**config.mk**
```make
export PLATFORM = sky130hd
export DESIGN_NAME = dpb_front_flat
export DESIGN_NICKNAME = d
export VERILOG_FILES = /design/src/sv/dpb_pkg.sv /design/src/sv/dpb_in_if.sv /design/src/sv/dpb_front.sv /design/src/flat_wrapper.sv
export SDC_FILE = /design/constraint.sdc
export NUM_CORES = 1
export LEC_CHECK = 0
export ABC_CLOCK_PERIOD_IN_PS = 5100
export BUFFER_PORTS_ARGS = -buffer_cell sky130_fd_sc_hd__clkbuf_2
export CAP_MARGIN = 20
export CORE_MARGIN = 5
export CORE_UTILIZATION = 52
export DETAILED_ROUTE_END_ITERATION = 7
export GPL_ROUTABILITY_DRIVEN = 0
export PLACE_DENSITY = 0.79
export SLEW_MARGIN = 25
export SYNTH_ARGS = -nofsm -noshare
export SYNTH_HDL_FRONTEND = slang
export SYNTH_SLANG_ARGS = --single-unit
```
**constraint.sdc**
```tcl
create_clock -name i_clk -period 5.1 [get_ports i_clk]
set_input_delay 0.765 -clock i_clk [delete_from_list [all_inputs] [get_ports i_clk]]
set_output_delay 0.765 -clock i_clk [all_outputs]
set_load 0.05 [all_outputs]
```
**src/sv/dpb_pkg.sv**
```systemverilog
package dpb_pkg;

    localparam int PARAM_COUNT    = 256;
    localparam int IDX_W          = 8;
    localparam int MAX_STEP_COUNT = 256;
    localparam int STEPS_W        = 9;
    localparam int STEP_W         = 8;
    localparam int VAL_W          = 16;
    localparam int TIME_W         = 24;
    localparam int DT_W           = 20;
    localparam int DIV_NUM_W      = 25;
    localparam int DIV_DEN_W      = 9;

    localparam logic [VAL_W-1:0]   FULL_SCALE    = 16'hFFFF;
    localparam logic [VAL_W-1:0]   HALF_SCALE    = 16'h8000;
    localparam logic [VAL_W-1:0]   MORPH_LOW     = 16'd6554;
    localparam logic [VAL_W-1:0]   MORPH_HIGH    = 16'd58982;
    localparam logic [STEPS_W-1:0] DEFAULT_STEPS = 9'd10;
    localparam logic [16:0]        TWO_FULL      = 17'd131070;

    localparam logic [1:0] CMD_PROCESS = 2'd0;
    localparam logic [1:0] CMD_WRITE   = 2'd1;
    localparam logic [1:0] CMD_FORCE   = 2'd2;
    localparam logic [1:0] CMD_NONE    = 2'd3;

    localparam logic [2:0] STRAT_SWITCH = 3'd0;
    localparam logic [2:0] STRAT_XFADE  = 3'd1;
    localparam logic [2:0] STRAT_STEP   = 3'd2;
    localparam logic [2:0] STRAT_HOLD   = 3'd3;
    localparam logic [2:0] STRAT_FOLLOW = 3'd4;

    localparam logic [1:0] REG_THRESH    = 2'd0;
    localparam logic [1:0] REG_HYST      = 2'd1;
    localparam logic [1:0] REG_HOLD_BLK  = 2'd2;
    localparam logic [1:0] REG_HOLD_TIME = 2'd3;

    typedef struct packed {
        logic [VAL_W-1:0]  thresh;
        logic [VAL_W-1:0]  hyst;
        logic [VAL_W-1:0]  hold_blk;
        logic [TIME_W-1:0] hold_time;
    } t_cfg;

    typedef struct packed {
        logic [1:0]         command;
        logic [IDX_W-1:0]   param_index;
        logic [VAL_W-1:0]   sample_value;
        logic [VAL_W-1:0]   morph_amount;
        logic [DT_W-1:0]    elapsed_us;
        logic               discrete_flag;
        logic [2:0]         strategy_code;
        logic [STEPS_W-1:0] step_total;
    } t_req;

    typedef struct packed {
        logic               disc;
        logic [2:0]         strat;
        logic [STEPS_W-1:0] steps;
        logic [VAL_W-1:0]   value;
        logic [STEP_W-1:0]  step;
        logic [VAL_W-1:0]   bho;
        logic [TIME_W-1:0]  tho;
    } t_ent;

    typedef enum logic [2:0] {
        S_IDLE,
        S_CALC,
        S_STEP,
        S_LOAD,
        S_DIV,
        S_DONE
    } t_state;

    function automatic t_ent ent_reset();
        t_ent e;
        e       = '0;
        e.steps = DEFAULT_STEPS;
        return e;
    endfunction

endpackage

```
**src/sv/dpb_in_if.sv**
```systemverilog
interface dpb_in_if;
    logic                          valid;
    logic                          ready;
    logic [1:0]                    command;
    logic [dpb_pkg::IDX_W-1:0]     param_index;
    logic [dpb_pkg::VAL_W-1:0]     sample_value;
    logic [dpb_pkg::VAL_W-1:0]     morph_amount;
    logic [dpb_pkg::DT_W-1:0]      elapsed_us;
    logic                          discrete_flag;
    logic [2:0]                    strategy_code;
    logic [dpb_pkg::STEPS_W-1:0]   step_total;

    modport source (output valid, command, param_index, sample_value, morph_amount,
                    elapsed_us, discrete_flag, strategy_code, step_total,
                    input ready);
    modport sink   (input valid, command, param_index, sample_value, morph_amount,
                    elapsed_us, discrete_flag, strategy_code, step_total,
                    output ready);
endinterface

```
**src/sv/dpb_front.sv**
```systemverilog
module dpb_front (
    input  logic            i_clk,
    input  logic            i_rst_n,
    dpb_in_if.sink          i_req,
    output dpb_pkg::t_req   o_q_data,
    output logic            o_q_valid,
    input  logic            i_q_pop
);
    dpb_pkg::t_req r_mem [2];
    logic          r_wp;
    logic          r_rp;
    logic [1:0]    r_cnt;
    logic          push;
    dpb_pkg::t_req in_req;

    assign i_req.ready = (r_cnt != 2'd2);
    // command three carries no work and is dropped here
    assign push = i_req.valid && i_req.ready && (i_req.command != dpb_pkg::CMD_NONE);

    assign in_req.command       = i_req.command;
    assign in_req.param_index   = i_req.param_index;
    assign in_req.sample_value  = i_req.sample_value;
    assign in_req.morph_amount  = i_req.morph_amount;
    assign in_req.elapsed_us    = i_req.elapsed_us;
    assign in_req.discrete_flag = i_req.discrete_flag;
    assign in_req.strategy_code = i_req.strategy_code;
    assign in_req.step_total    = i_req.step_total;

    assign o_q_valid = (r_cnt != 2'd0);
    assign o_q_data  = r_mem[r_rp];

    always_ff @(posedge i_clk) begin
        if (push) begin
            r_mem[r_wp] <= in_req;
        end
    end

    always_ff @(posedge i_clk) begin
        if (!i_rst_n) begin
            r_wp  <= 1'b0;
            r_rp  <= 1'b0;
            r_cnt <= 2'd0;
        end else begin
            if (push) begin
                r_wp <= ~r_wp;
            end
            if (i_q_pop) begin
                r_rp <= ~r_rp;
            end
            case ({push, i_q_pop})
                2'b10:   r_cnt <= r_cnt + 2'd1;
                2'b01:   r_cnt <= r_cnt - 2'd1;
                default: r_cnt <= r_cnt;
            endcase
        end
    end
endmodule

```
**src/flat_wrapper.sv**
```systemverilog
// flat-port wrapper written by rule: the top's interface ports become plain ports
module dpb_front_flat 
  (i_clk, i_rst_n, o_q_data, o_q_valid, i_q_pop, i_req_valid, i_req_command, i_req_param_index, i_req_sample_value, i_req_morph_amount, i_req_elapsed_us, i_req_discrete_flag, i_req_strategy_code, i_req_step_total, i_req_ready);
  dpb_in_if i_req_i ();
  input  logic i_clk;
  input  logic i_rst_n;
  output dpb_pkg::t_req o_q_data;
  output logic o_q_valid;
  input  logic i_q_pop;
  input wire logic [$bits(i_req_i.valid)-1:0] i_req_valid;
  input wire logic [$bits(i_req_i.command)-1:0] i_req_command;
  input wire logic [$bits(i_req_i.param_index)-1:0] i_req_param_index;
  input wire logic [$bits(i_req_i.sample_value)-1:0] i_req_sample_value;
  input wire logic [$bits(i_req_i.morph_amount)-1:0] i_req_morph_amount;
  input wire logic [$bits(i_req_i.elapsed_us)-1:0] i_req_elapsed_us;
  input wire logic [$bits(i_req_i.discrete_flag)-1:0] i_req_discrete_flag;
  input wire logic [$bits(i_req_i.strategy_code)-1:0] i_req_strategy_code;
  input wire logic [$bits(i_req_i.step_total)-1:0] i_req_step_total;
  output wire logic [$bits(i_req_i.ready)-1:0] i_req_ready;
  assign i_req_i.valid = i_req_valid;
  assign i_req_i.command = i_req_command;
  assign i_req_i.param_index = i_req_param_index;
  assign i_req_i.sample_value = i_req_sample_value;
  assign i_req_i.morph_amount = i_req_morph_amount;
  assign i_req_i.elapsed_us = i_req_elapsed_us;
  assign i_req_i.discrete_flag = i_req_discrete_flag;
  assign i_req_i.strategy_code = i_req_strategy_code;
  assign i_req_i.step_total = i_req_step_total;
  assign i_req_ready = i_req_i.ready;
  dpb_front u_core (.i_clk(i_clk), .i_rst_n(i_rst_n), .i_req(i_req_i), .o_q_data(o_q_data), .o_q_valid(o_q_valid), .i_q_pop(i_q_pop));
endmodule
```
==> impl_metrics.env, run 1 <==
export IMPL_die_y_um=114.1
export IMPL_synth_edf_count=150
export IMPL_fin_crit_sh=0.5886
export IMPL_antenna_found_initial=0
export IMPL_numCtsBuffers=17
export IMPL_post_place_cells=551
export IMPL_hold_path_class="input port to register"
export IMPL_synth_cells=258
export IMPL_async_flop_share=0
export IMPL_required_ps=4340
export IMPL_cts_max_level=4
export IMPL_ir_drop_v=0.0002071
export IMPL_finalSetupViolations=0
export IMPL_holdBufCountCts=0
export IMPL_rsz0062_at_grt="no"
export IMPL_final_cells=582
export IMPL_finalMaxSlewViolations=0
export IMPL_overflow=0
export IMPL_coreArea_mm2=0.01075
export IMPL_max_slew_worst_pin_slew_ps=1008
export IMPL_yosys_cell_count_top_type="edfxtp_1"
export IMPL_synth_warnings=0
export IMPL_vias=2861
export IMPL_pre_cts_ws_ps=2551
export IMPL_powerDensity_mw_per_mm2=458.2
export IMPL_drtPass1Iterations=4
export IMPL_clockRootBuffer="clkbuf_8"
export IMPL_portBuffers=155
export IMPL_finalHoldViolCount=0
export IMPL_critPathKind="register to output port"
export IMPL_n_antenna_cell=0
export IMPL_synthTopCellsByCount="edfxtp_1, mux2_1, mux2_2"
export IMPL_synth_top_family_by_area="multiplexers"
export IMPL_avgSynthCellArea_um2=21.82
export IMPL_synth_area_leaders="edfxtp_1, mux2_1, mux2_2, dfxtp_1, buf_4"
export IMPL_synthSimpleGateAreaFrac=0.01133
export IMPL_clkSinkCount=155
export IMPL_synth_top_area_frac=0.8000
export IMPL_tns_ps=0
export IMPL_drc=0
export IMPL_die_w_um=114.1
export IMPL_synth_nets=338
export IMPL_routed_wl_mm=10.31
export IMPL_clock_latency_ps=510
export IMPL_synth_seq_cells=155
export IMPL_via_per_inst=4.916
export IMPL_synthXorXnorAreaFrac=0.004667
export IMPL_synth_fa_ha_area_frac=0.002222
export IMPL_cts_path_max_buffers=2
export IMPL_drtIter0Drc=142
export IMPL_layout_nets=510
export IMPL_utilization=0.6684
export IMPL_drive_gt1_frac=0.4955
export IMPL_start_util=0.5240
export IMPL_fin_crit_ps=3002
export IMPL_leakagePower_nw=2.730
export IMPL_die_area_mm2=0.01301
export IMPL_grt_max_degree=76
export IMPL_synthFlopType="edfxtp_1"
export IMPL_seq_area_frac_synth=0.8178
export IMPL_grt_first_pass_wirelength_mm=15.95
export IMPL_antenna_left=0
export IMPL_syn_to_final_growth_pct=27.56
export IMPL_final_setup_worst_slack_ps=2098
export IMPL_synthMuxAreaShare=0.1518
export IMPL_post_dp_hpwl_mm=7.115
export IMPL_rows=38
export IMPL_wire_per_inst_um=17.71
export IMPL_postCtsSetupRepairBufs=0
export IMPL_max_freq_mhz=333.1
export IMPL_status="finished, final reports clean"
export IMPL_cts_resized=0
export IMPL_yosysTopAreaCell="edfxtp_1"
export IMPL_cp_arrival_ps=2240
export IMPL_cp_max_fo=75
export IMPL_synth_area_mm2=0.005630
export IMPL_cts_tree="done"
export IMPL_grtUsageTotal=0.1653
export IMPL_clk_pin_slew_ps=60
export IMPL_synth_compound_area_frac=0.002222
export IMPL_grt_pass1_vias=3133
export IMPL_worstSetupEndpointType="output port"
export IMPL_pin_count=156
export IMPL_maxSlewHeadroom=0.3280
export IMPL_start_kind="register"
export IMPL_cap_violations=0
export IMPL_finClkSkew_ps=5.999
export IMPL_yosys_cell_types_count=20
## logic make-up after synthesis
group	count (synthesis)
mux	76
buf+inv	9
compound gates	2
xor+xnor	3
fa+ha+maj	1
flops	155
simple gates	12
## report_power, final
group | switching (W) | internal (W)
registers | 0.0000458 | 0.00151
clock network | 0.000459 | 0.000692
logic | 0.000425 | 0.000157
## stage by stage
step	cell area [um2]	hold WS [ps]	total power [W]
3_5_place_dp	6633	519.6	0.002173
2_1_floorplan	5630	451.4	0.002012
3_3_place_gp	6578	489.9	0.002148
4_1_cts	7182	406.7	0.003323
6_report	7182	439.4	0.003291
5_1_grt	7182	411.3	0.003420
## cell usage in the layout (no fill, tap or decap), types with 4 or more instances in the layout
cell type    n
mux2_2      25
edfxtp_1   150
mux2_1      50
buf_4        4
clkbuf_16   16
clkbuf_2   155
dfxtp_1      4
## sequential cells by signal (all words and copies together) (netlist names), named ones only
| name | count |
|---|---|
| u_core.r_rp | 1 |
| u_core.r_wp | 1 |
| u_core.r_cnt | 2 |
| u_core.r_mem | 150 |
## area by class of cell
class                      instances  area, um2
tap                              140      175.2
inverter                           1      3.754
multi-input combinational         94      984.7
clock inverter                    11      123.9
timing repair buffer             161      860.8
clock buffer                      20      425.4
sequential                       155       4608
fill                             738       3563
## worst paths after layout
check                            from                  end  slack, ps  cells past startpoint
setup reg to reg      u_core.r_cnt[0]  u_core.r_mem[1][39]       3000                      4
hold reg to reg       u_core.r_cnt[1]      u_core.r_cnt[1]        530                      2
hold / removal    i_req_elapsed_us[1]  u_core.r_mem[1][14]        440                      1
setup / recovery             register         o_q_data[16]       2100                      2
## worst max-delay path, stage by stage (launching register included)
cell and delay (ps):
dfxtp_4 1000, mux2_2 430, clkbuf_2 240
## metal layers
layer  wire length, um  track usage
met5                 0            0
met4                97      0.05463
met3               756      0.05603
met2              5366       0.2865
met1              4089       0.1937
(Power assumes the default switching activity.)
==> inputs of run 2 (changes only) <==
--- a/config.mk
+++ b/config.mk
@@ -5,7 +5,7 @@
 export SDC_FILE = /design/constraint.sdc
 export NUM_CORES = 1
 export LEC_CHECK = 0
-export ABC_CLOCK_PERIOD_IN_PS = 5100
+export ABC_CLOCK_PERIOD_IN_PS = 2990
 export BUFFER_PORTS_ARGS = -buffer_cell sky130_fd_sc_hd__clkbuf_2
 export CAP_MARGIN = 20
 export CORE_MARGIN = 5
==> constraint.sdc (replaced) <==
create_clock -name i_clk -period 2.99 [get_ports i_clk]
set_input_delay 0.4485 -clock i_clk [delete_from_list [all_inputs] [get_ports i_clk]]
set_output_delay 0.4485 -clock i_clk [all_outputs]
set_load 0.05 [all_outputs]
==> impl_metrics.env, run 2 (same netlist as run 1, synthesis figures left out) <==
export IMPL_cts_max_level=4
export IMPL_start_util=0.5240
export IMPL_die_area_mm2=0.01301
export IMPL_pin_count=156
export IMPL_finalHoldViolCount=0
export IMPL_die_w_um=114.1
export IMPL_clk_pin_slew_ps=60
export IMPL_clockRootBuffer="clkbuf_8"
export IMPL_antenna_found_initial=0
export IMPL_drive_gt1_frac=0.4955
export IMPL_finClkSkew_ps=8.632
export IMPL_grt_first_pass_wirelength_mm=16.30
export IMPL_post_dp_hpwl_mm=6.931
export IMPL_n_antenna_cell=0
export IMPL_cap_violations=0
export IMPL_grt_max_degree=54
export IMPL_syn_to_final_growth_pct=28.00
export IMPL_wire_per_inst_um=17.92
export IMPL_fin_area_mm2=0.007207
export IMPL_fin_crit_ps=2608
export IMPL_vias=2932
export IMPL_postCtsSetupRepairBufs=0
export IMPL_top_regs="u_core.r_mem (150), u_core.r_cnt (2)"
export IMPL_cp_max_fo=44
export IMPL_drtPass1Iterations=6
export IMPL_maxSlewHeadroom=0.5430
export IMPL_worstSetupEndpointType="output port"
export IMPL_drtIter0Drc=160
export IMPL_cts_path_max_buffers=2
export IMPL_overflow=0
export IMPL_layout_commonest_cell="clkbuf_2"
export IMPL_final_cell_mix="clkbuf_2, edfxtp_1, mux2_1"
export IMPL_fill_cells=742
export IMPL_leakagePower_nw=2.742
export IMPL_holdBufCountCts=0
export IMPL_hold_path_class="input port to register"
export IMPL_drc=0
export IMPL_final_cells=582
export IMPL_max_freq_mhz=383.4
export IMPL_powerDensity_mw_per_mm2=806.0
export IMPL_cts_resized=0
export IMPL_grt_pass1_vias=3120
export IMPL_grtUsageTotal=0.1684
export IMPL_utilization=0.6707
export IMPL_coreArea_mm2=0.01075
export IMPL_cts_tree="done"
export IMPL_status="finished, final reports clean"
export IMPL_die_y_um=114.1
export IMPL_ir_drop_v=0.0004184
export IMPL_cp_arrival_ps=2160
export IMPL_rows=38
export IMPL_place_area_mm2=0.006598
export IMPL_largest_reg_flops=150
export IMPL_routed_wl_mm=10.43
export IMPL_fin_crit_sh=0.8724
export IMPL_via_per_inst=5.038
export IMPL_power_total_w=0.005809
export IMPL_finalMaxSlewViolations=0
export IMPL_clkSinkCount=155
export IMPL_antenna_left=0
export IMPL_layout_nets=509
export IMPL_required_ps=2540
export IMPL_start_kind="register"
export IMPL_clock_latency_ps=520
export IMPL_portBuffers=155
export IMPL_critPathKind="register to output port"
export IMPL_rsz0062_at_grt="no"
export IMPL_finalSetupViolations=0
export IMPL_numCtsBuffers=17
export IMPL_post_place_cells=550
export IMPL_largest_register="u_core.r_mem"
export IMPL_tns_ps=0
export IMPL_max_slew_worst_pin_slew_ps=685.5
[run 2: routing by layer]
layer | global-route usage | vias to the layer above | routed length, um
met5 | 0 | - | 0
met4 | 0.08789 | 0 | 280
met3 | 0.05550 | 26 | 791
met2 | 0.2666 | 119 | 5186
met1 | 0.2073 | 1425 | 4170
li1 | - | 1362 | -
[run 2: worst max-delay path, stage by stage, from the launching register on]
cell and delay, ps:
dfxtp_4 640, buf_12 300, mux2_1 390, clkbuf_2 250
[run 2: per-stage QoR]
| step | hold slack [ps] | setup slack, ps |
|---|---|---|
| global placement | 487.7 | 960.4 |
| finish | 113.1 | 381.5 |
| floorplan | 462.7 | -332.6 |
| detailed placement | 513.4 | 892.5 |
| global route | 87.83 | 278.3 |
| CTS | 80.42 | 341.2 |
[run 2: power breakdown]
group | leakage (nW) | switching [W] | total [W] | internal, W
logic | 1.02 | 0.000739 | 0.000994 | 0.000256
clock network | 0.288 | 0.000798 | 0.00217 | 0.00138
registers | 1.43 | 0.0000585 | 0.00264 | 0.00258
total | 2.74 | 0.00160 | 0.00581 | 0.00421
[run 2: final cells by class]
cell class,instances,area (um2),area share
Multi-Input combinational cell,94,984.7,0.1366
Timing Repair Buffer,160,825.8,0.1146
Inverter,1,3.754,0.0005208
Sequential cell,155,4608,0.6394
Tap cell,140,175.2,0.02431
Clock inverter,11,170.2,0.02361
Clock buffer,21,439.2,0.06094
[run 2: final timing paths]
check             slack, ps                  start             endpoint  cells after the start
hold reg to reg         520        u_core.r_cnt[1]      u_core.r_cnt[1]                      2
setup reg to reg       1040        u_core.r_cnt[0]  u_core.r_mem[0][48]                      4
setup / recovery        380               register         o_q_data[65]                      3
hold / removal          110  i_req_sample_value[7]  u_core.r_mem[0][56]                      1
==> inputs of run 3 (changes only) <==
--- a/config.mk
+++ b/config.mk
@@ -12,7 +12,7 @@
 export CORE_UTILIZATION = 52
 export DETAILED_ROUTE_END_ITERATION = 7
 export GPL_ROUTABILITY_DRIVEN = 0
-export PLACE_DENSITY = 0.79
+export PLACE_DENSITY_LB_ADDON = 0.2
 export SLEW_MARGIN = 25
 export SYNTH_ARGS = -nofsm -noshare
 export SYNTH_HDL_FRONTEND = slang
==> impl_metrics.env, run 3 (same netlist as run 1, synthesis figures left out) <==
export IMPL_status="finished, final reports clean"
export IMPL_required_ps=2540
export IMPL_wl_met3_um=834
export IMPL_start_util=0.5240
export IMPL_crit_buf_inv=2
export IMPL_route_met2_wl_mm=4.963
export IMPL_post_place_cells=552
export IMPL_finalSetupViolations=0
export IMPL_min_path_cells=1
export IMPL_clkSinkCount=155
export IMPL_post_dp_hpwl_mm=6.751
export IMPL_largest_register="u_core.r_mem"
export IMPL_leakagePower_nw=2.715
export IMPL_start_kind="register"
export IMPL_max_stage_delay_ps=720
export IMPL_largest_reg_flops=150
export IMPL_clk_pin_slew_ps=60
export IMPL_die_w_um=114.1
export IMPL_wire_per_inst_um=17.16
export IMPL_layout_commonest_cell="clkbuf_2"
export IMPL_postCtsSetupRepairBufs=0
export IMPL_portBuffers=155
export IMPL_path_cells="buf_4 -> mux2_1 -> clkbuf_2"
export IMPL_place_area_mm2=0.006613
export IMPL_cts_path_max_buffers=2
export IMPL_cts_max_level=4
export IMPL_hold_path_class="input port to register"
export IMPL_antenna_left=0
export IMPL_rr_worst_depth=4
export IMPL_die_y_um=114.1
export IMPL_wl_met1_mm=4.063
export IMPL_drive_gt1_frac=0.4955
export IMPL_drtPass1Iterations=4
export IMPL_overflow=0
export IMPL_antenna_found_initial=0
export IMPL_clock_latency_ps=510
export IMPL_top_regs="u_core.r_mem (150), u_core.r_cnt (2)"
export IMPL_finalHoldViolCount=0
export IMPL_fin_crit_ps=2595
export IMPL_rows=38
export IMPL_cap_violations=0
export IMPL_drc=0
export IMPL_die_area_mm2=0.01301
export IMPL_fin_crit_sh=0.8678
export IMPL_cp_max_fo=40
export IMPL_max_slew_worst_pin_slew_ps=612.7
export IMPL_drtIter0Drc=124
export IMPL_cp_slowest_cell="dfxtp_4"
export IMPL_final_cell_mix="clkbuf_2, edfxtp_1, mux2_1"
export IMPL_final_cells=584
export IMPL_cp_arrival_ps=2150
export IMPL_finClkSkew_ps=6.306
export IMPL_n_antenna_cell=0
export IMPL_cts_tree="done"
export IMPL_highest_layer="met4"
export IMPL_via_per_inst=4.978
export IMPL_fill_cells=749
export IMPL_vias=2907
export IMPL_worstSetupEndpointType="output port"
export IMPL_coreArea_mm2=0.01075
export IMPL_rsz0062_at_grt="no"
export IMPL_syn_to_final_growth_pct=27.20
export IMPL_pin_count=156
export IMPL_holdBufCountCts=0
export IMPL_maxSlewHeadroom=0.5915
export IMPL_r2r_setup_slack_ps=1110
export IMPL_ir_drop_v=0.0004811
export IMPL_max_freq_mhz=385.4
export IMPL_powerDensity_mw_per_mm2=781.0
export IMPL_fin_area_mm2=0.007162
export IMPL_grt_first_pass_wirelength_mm=15.46
export IMPL_routed_wl_mm=10.02
export IMPL_grt_pass1_vias=3123
export IMPL_crit_cells=3
export IMPL_layout_nets=511
export IMPL_grt_max_degree=46
export IMPL_cp_top_family="flip-flops"
export IMPL_clockRootBuffer="clkbuf_8"
export IMPL_grtUsageTotal=0.1603
export IMPL_critPathKind="register to output port"
export IMPL_numCtsBuffers=17
export IMPL_finalMaxSlewViolations=0
export IMPL_cts_resized=0
## run 3: final cells by class
type / instances / area [um2] / share of cell area
clock buffer: 19 / 421.7 / 0.05887
clock inverter: 13 / 127.6 / 0.01782
inverter: 1 / 3.754 / 0.0005241
multi-input combinational: 94 / 984.7 / 0.1375
sequential: 155 / 4608 / 0.6434
tap: 140 / 175.2 / 0.02446
timing repair buffer: 162 / 840.8 / 0.1174
## run 3: routing by layer
layer | track usage | vias up
li1 | - | 1363
met1 | 0.1949 | 1413
met2 | 0.2588 | 115
met3 | 0.05920 | 16
met4 | 0.06888 | 0
met5 | 0 | -
## run 3: final timing paths
path,startpoint,endpoint
hold reg to reg,u_core.r_wp,u_core.r_wp
setup / recovery,register,o_q_data[22]
setup reg to reg,u_core.r_cnt[0],u_core.r_mem[0][25]
hold / removal,i_req_strategy_code[1],u_core.r_mem[0][10]
## run 3: report_power, final
group	switching, W	leakage, nW	total [W]	internal [W]
Clock	0.000784	0.251	0.00196	0.00117
Sequential	0.0000607	1.43	0.00264	0.00258
Combinational	0.000735	1.03	0.000994	0.000259
## run 3: worst reg2reg max path: cells and delay by family, from the launching register on
family	cells	cell delay, ps
AND/OR/NAND/NOR	3	580
flip-flops	1	390
buffers and inverters	1	520
## run 3: metrics by stage
stage,setup TNS (ps),util,worst slack (ps),hold WS [ps],total power (W)
floorplan,-49880,-,-332.6,462.7,0.003424
global placement,0,0.6154,906.5,490.3,0.003672
detailed placement,0,0.6154,896.9,508.0,0.003692
CTS,0,0.6665,320.8,85.73,0.005659
global route,0,0.6665,248.0,92.90,0.005810
finish,0,0.6665,395.3,117.8,0.005593
